`src/hw/rtl/hpp_pkg.sv`:
```
// shared types and constants for the homogeneous point projection block
package hpp_pkg;

    localparam int COORD_W     = 32;
    localparam int CFG_W       = 64;
    localparam int NUM_REGS    = 8;
    localparam int CFG_IDX_W   = 4;
    localparam int CFG_SEL_W   = $clog2(NUM_REGS);
    localparam int COL_W       = 64;
    localparam int NUM_COLS    = 4;
    localparam int NUM_LANES   = 3;
    localparam int DIV_STEPS   = 32;
    localparam int QUEUE_DEPTH = 4;
    localparam int QPTR_W      = $clog2(QUEUE_DEPTH);

    typedef struct packed {
        logic signed [COORD_W-1:0] x_in;
        logic signed [COORD_W-1:0] y_in;
        logic signed [COORD_W-1:0] z_in;
    } point_t;

    typedef struct packed {
        logic signed [COORD_W-1:0] x_out;
        logic signed [COORD_W-1:0] y_out;
        logic signed [COORD_W-1:0] z_out;
        logic                      w_was_zero;
        logic                      overflowed;
    } result_t;

    typedef logic [CFG_W-1:0] cfg_reg_t;
    typedef cfg_reg_t [NUM_REGS-1:0] matrix_t;

    // column values c0, c1, c2 and w, two's complement
    typedef logic [NUM_COLS-1:0][COL_W-1:0] cols_t;

    localparam matrix_t CFG_RESET = {
        64'h0001_0000_0000_0000, 64'h0,
        64'h0000_0000_0001_0000, 64'h0,
        64'h0,                   64'h0001_0000_0000_0000,
        64'h0,                   64'h0000_0000_0001_0000
    };

endpackage

```
`src/hw/rtl/hpp_queue.sv`:
```
// short first-word-fall-through queue between front and back
module hpp_queue (
    input  logic           clk,
    input  logic           rst_n,
    input  logic           push,
    input  hpp_pkg::cols_t din,
    output logic           full,
    output logic           valid,
    input  logic           pop,
    output hpp_pkg::cols_t dout
);
    import hpp_pkg::*;

    cols_t             mem_reg [QUEUE_DEPTH];
    logic [QPTR_W-1:0] wr_ptr_reg;
    logic [QPTR_W-1:0] rd_ptr_reg;
    logic [QPTR_W:0]   count_reg;
    logic              do_push;
    logic              do_pop;

    assign full    = (count_reg == (QPTR_W+1)'(QUEUE_DEPTH));
    assign valid   = (count_reg != '0);
    assign do_push = push && !full;
    assign do_pop  = pop && valid;
    assign dout    = mem_reg[rd_ptr_reg];

    always_ff @(posedge clk or negedge rst_n)
    begin
        if (!rst_n)
        begin
            wr_ptr_reg <= '0;
            rd_ptr_reg <= '0;
            count_reg  <= '0;
        end
        else
        begin
            if (do_push)
            begin
                wr_ptr_reg <= wr_ptr_reg + 1'b1;
            end
            if (do_pop)
            begin
                rd_ptr_reg <= rd_ptr_reg + 1'b1;
            end
            if (do_push && !do_pop)
            begin
                count_reg <= count_reg + 1'b1;
            end
            else if (do_pop && !do_push)
            begin
                count_reg <= count_reg - 1'b1;
            end
        end
    end

    always_ff @(posedge clk)
    begin
        if (do_push)
        begin
            mem_reg[wr_ptr_reg] <= din;
        end
    end

endmodule

```
`config.mk`:
```
export PLATFORM = sky130hd
export DESIGN_NAME = hpp_queue
export DESIGN_NICKNAME = d
export VERILOG_FILES = /design/src/hw/rtl/hpp_pkg.sv /design/src/hw/rtl/hpp_queue.sv
export SDC_FILE = /design/constraint.sdc
export NUM_CORES = 1
export LEC_CHECK = 0
export ABC_AREA = 1
export ABC_CLOCK_PERIOD_IN_PS = 12960
export BUFFER_PORTS_ARGS = -buffer_cell sky130_fd_sc_hd__buf_2
export CAP_MARGIN = 20
export CELL_PAD_IN_SITES_DETAIL_PLACEMENT = 1
export CELL_PAD_IN_SITES_GLOBAL_PLACEMENT = 1
export CORE_MARGIN = 3
export CORE_UTILIZATION = 43
export DETAILED_ROUTE_END_ITERATION = 10
export GPL_TIMING_DRIVEN = 0
export PLACE_DENSITY = 0.79
export SETUP_SLACK_MARGIN = 0.02
export SLEW_MARGIN = 20
export SYNTH_ARGS = -nofsm -noshare
export SYNTH_HDL_FRONTEND = slang
export SYNTH_SLANG_ARGS = --single-unit
```
`constraint.sdc`:
```
create_clock -name clk -period 12.96 [get_ports clk]
set_input_delay 1.944 -clock clk [delete_from_list [all_inputs] [get_ports clk]]
set_output_delay 1.944 -clock clk [all_outputs]
set_load 0.005 [all_outputs]
```
Word level (Yosys, flattened, before mapping)
Memories as Yosys holds them, arrays and structs flattened. Index checks and enable logic that the tools add are counted.

Bits in registers: 7. Bits in latches: 0. Memory bits (writable): 1024. ROM bits: 0. Input bits: 260. Output and inout bits: 258. Logic and storage cells: 22. Memories: 1.

Add/subtract/negate cells: 4. Multiply operators: 0. Div/mod/pow operators: 0. Order comparisons: 0. Equal/unequal tests: 1. Shift operators: 0. Multiplexer cells: 4. Bitwise gates (word level): 0. Reductions and logical operators: 9.

Memory list: mem_reg (words 4, width 256, rd ports 1, clocked after memory_dff 0, write ports 1, line hpp_queue.sv:14) `cols_t mem_reg [QUEUE_DEPTH];`.

Operators with widths (count): 2-to-1 mux 3 bit (2); adder 2 x 1 -> 2 bit, second input constant (2); logical AND 1 bit (4); adder 3 x 1 -> 3 bit, second input constant (1); equality test 3 bit, second input constant (1); zero test 1 bit (3); nonzero test 3 bit (1); subtractor 3 x 1 -> 3 bit, second input constant (1); 2-to-1 mux 1 bit (2); nonzero test 2 bit (1).

Depth between registers and ports, before layout
Depth in word-level cells: 7. Gate-level depth with buffers: 12. Mapped depth without buffers: 12.

Worst setup path after synthesis
OpenSTA, ideal clock, no wires.

Path type: input to register. Start: in push. End: mem mem_reg[0][0] (netlist bit) (enable). Setup time: 0.879 ns. Data arrival time: 12.689 ns. Required time: 12.081 ns. Path slack: -0.608 ns. Cell stages on the path: 2. Buffers on the path: 0. Cell sequence: nand2_1 -> nor2_1.

Longest elaborated chain between the ends: 3.

Ends and longest elaborated chain: start, declared (line hpp_queue.sv:5) `input logic push,`; logical AND 1 bit (line hpp_queue.sv:23) `assign do_push = push && !full;`; 2-to-1 mux 1 bit (line hpp_queue.sv:58) `if (do_push)`; 2-to-1 mux 1 bit (implied by the code) (line hpp_queue.sv:60) `mem_reg[wr_ptr_reg] <= din;`; end, declared (line hpp_queue.sv:14).

Every way passes these cells.

==> run summary <==
Hold endpoint: rd_ptr_reg[0]
Cell Int Power: 7.40 mW
Top cells by area, synth: edfxtp_1 (76%), o211ai_1 (9.5%), nand2_1 (7.3%)
Cells along the critical path: inv_2 -> buf_2 -> clkbuf_1 -> o211ai_1 -> nand2_1 -> buf_2
Post-route clock period utilization: 0.372
Syn-to-layout area delta: 21.7%
Placer congestion estimate: 0.766
Synth cell types: 18
Clock skew: 0.0217 ns
Hold_ws: 0.532 ns
Total Die Area: 98300 sq um
Global-route wire length before repair: 181000 um
Post-synth top area share: 0.756
DR DRC count: 0
Max Cap Violations: 0
Max Buffers Root-to-Sink: 3
Slew @ Worst Pin: 0.728 ns
Most frequent cell after synthesis: edfxtp_1
Largest net degree at the start of global routing: 24
Post-DP HPWL: 84300 um
Max incr delay on CP: 0.54 ns
Sequential share of power: 0.389
Gate power share: 0.361
DRT antenna net count: 0
Setup ws final: 8.14 ns
Reg clk slew, reported paths: 0.06 ns
Hold wc startpoint: rd_ptr_reg[0]
FF-to-FF Start: count_reg[0]
Clock root cell: clkbuf_16
Post-CTS Setup Inserts: 0
Post-DR wirelength/cell: 23.9 um
WHS Path Cells: 2
Syn Inst Count: 3047
Initial antenna violation count: 43
Top cell by count, worst path: buf_2
Switching power total: 4.25 mW
CP Capture Type: output pin
R2R setup slack: 9.99 ns
Type of the tightest min-delay check: flop to flop
FP Rows: 112
Nets: 3995
Hold_buf cts: 0
CP Launch Type: flop
Worst path required time: 11.02 ns
Clock share of power: 0.250
CTS tree: built
Die Width: 314 um
Normalized max-slew margin: 0.515
Minimum clock period: 4.82 ns
Share of layout cells above drive strength 1: 0.219
Slowest-stage cell, CP: buf_2
Critical path class: flop to output pin
Final max-slew violation count: 0
Synthesized area: 40700 sq um
Sequential area share after synthesis: 0.760
Design Area, Final: 49500 sq um
LEAKAGE: 19.9 nW
Status: complete, no violations
Max Freq: 0.207 GHz
Final Hold Viols: 0
Post_cts resized: 0
Number of flip-flops in the largest register: 1024
Top-Level Pins: 518
Predominant post-synthesis flop cell: edfxtp_1
Post-synth EDFFs: 1024
Yosys reg bits: 1031
Routed vias: 26.9k
Switching Fraction: 0.365
Gr usage total: 0.244
Port Buffers: 517
Die Span Y: 314 um
TritonCTS Buffers: 107
H-tree depth: 3
Top cells by count, synth: edfxtp_1 (1024), nand2_1 (786), inv_1 (526)
Vias in the first global route: 29.3k
Tot Pwr: 11.6 mW
Initial Utilization: 0.434
R2R Path End: mem_reg[0][109]
Yosys Warn Count: 0
Asr flop ratio synth: 0.00679
WL final: 122000 um
P per Cell Area: 235 nW/um^2
Fillers: 9532
DRT Pass-1 Iters: 7
Worst-path fanout max: 10
Dominant cell type by area after synthesis: edfxtp_1
Worst r2r path cells: 9
RSZ-0062 raised after global routing: no
Vias per cell: 5.27
Syn nets: 3313
Syn avg cell area: 13.3 sq um
Core area: 93600 sq um
Clk_lat worst skew: 0.69 ns
Pre-CTS setup slack: 8.66 ns
Total gr overflow: 0
VDD IR max: 0.000154 V
CTS sink cnt: 1031
Worst Path Arrival: 2.88 ns
Setup violations, final: 0
DRT iter0 DRCs: 2053
Placed inst area: 46200 sq um
[worst max-delay path: cells and delay by family (launching register included)]
family,cells,cell delay (ns)
buffers and inverters,4,1.43
DFF,1,0.40
AOI/OAI and AO/OA,1,0.19
and+or+nand+nor,1,0.15
[layout make-up]
cell class | count | area, sq um | area share
sequential | 1031 | 30900 | 0.625
multi-input combinational | 1318 | 6980 | 0.141
timing repair buffer | 573 | 3890 | 0.0786
clock buffer | 131 | 2810 | 0.0568
inverter | 528 | 1980 | 0.0400
tap | 1254 | 1570 | 0.0317
buffer | 170 | 818 | 0.0165
clock inverter | 62 | 467 | 0.00943
antenna | 30 | 75.1 | 0.00152
[metrics by stage]
step	instances	setup TNS (ns)	utilization
finish	5097	0	0.529
global route	5085	0	0.529
CTS	5067	0	0.528
detailed placement	4874	0	0.493
global placement	4818	-9728.52	0.479
floorplan	3047	-622.67	-
[metal layers]
metal | up-vias | global-route usage | routed length, um
li1 | 12100 | - | -
met2 | 906 | 0.436 | 63300
met5 | - | 0 | 179
met3 | 251 | 0.0659 | 9740
met4 | 28 | 0.0920 | 4110
met1 | 13600 | 0.281 | 44700
[kinds of logic (layout without fill, tap and decap cells)]
| group | count (synthesis) | in the layout | share of synthesized area |
|---|---|---|---|
| compound gates | 513 | 513 | 0.0946 |
| xor+xnor | 1 | 1 | 0.000215 |
| fa+ha+maj | 6 | 6 | 0.00203 |
| buf+inv | 698 | 1464 | 0.0688 |
| flops | 1031 | 1031 | 0.760 |
| other cells | 0 | 30 | 0 |
| simple gates | 798 | 798 | 0.0739 |
[how the worst max path moves through the flow]
stage | start | endpoint | slack (ns) | cells past startpoint
2_1_floorplan | push | mem_reg[0][0] | -0.61 | 2
3_3_place_gp | push | mem_reg[2][107] | -9.72 | 3
3_5_place_dp | push | mem_reg[0][107] | 8.66 | 8
4_1_cts | rd_ptr_reg[0] | dout[19] | 7.99 | 6
5_1_grt | rd_ptr_reg[0] | dout[21] | 7.91 | 6
6_report | rd_ptr_reg[0] | dout[19] | 8.14 | 6
[power groups by stage]
stage                     sequential (mW)  clock, mW  combinational (mW)
after global routing                 4.57       3.10                4.60
after floorplan                      4.84          0                2.02
after CTS                            4.53       2.96                4.26
final                                4.53       2.92                4.20
after global placement               5.11          0                3.78
after detailed placement             4.59          0                4.21
[layout by cell type, fill, tap and decap left out, types with 6 or more instances in the layout]
cell       instances
edfxtp_1        1024
nand2_1          786
buf_2            622
inv_1            526
o211ai_1         512
clkbuf_16        109
clkbuf_1          76
diode_2           30
buf_12            30
clkinv_1          29
buf_16            25
clkinv_2          18
nand3_1            7
buf_4              7
dfrtp_1            7
bufinv_16          6
(Power assumes the default switching activity.)
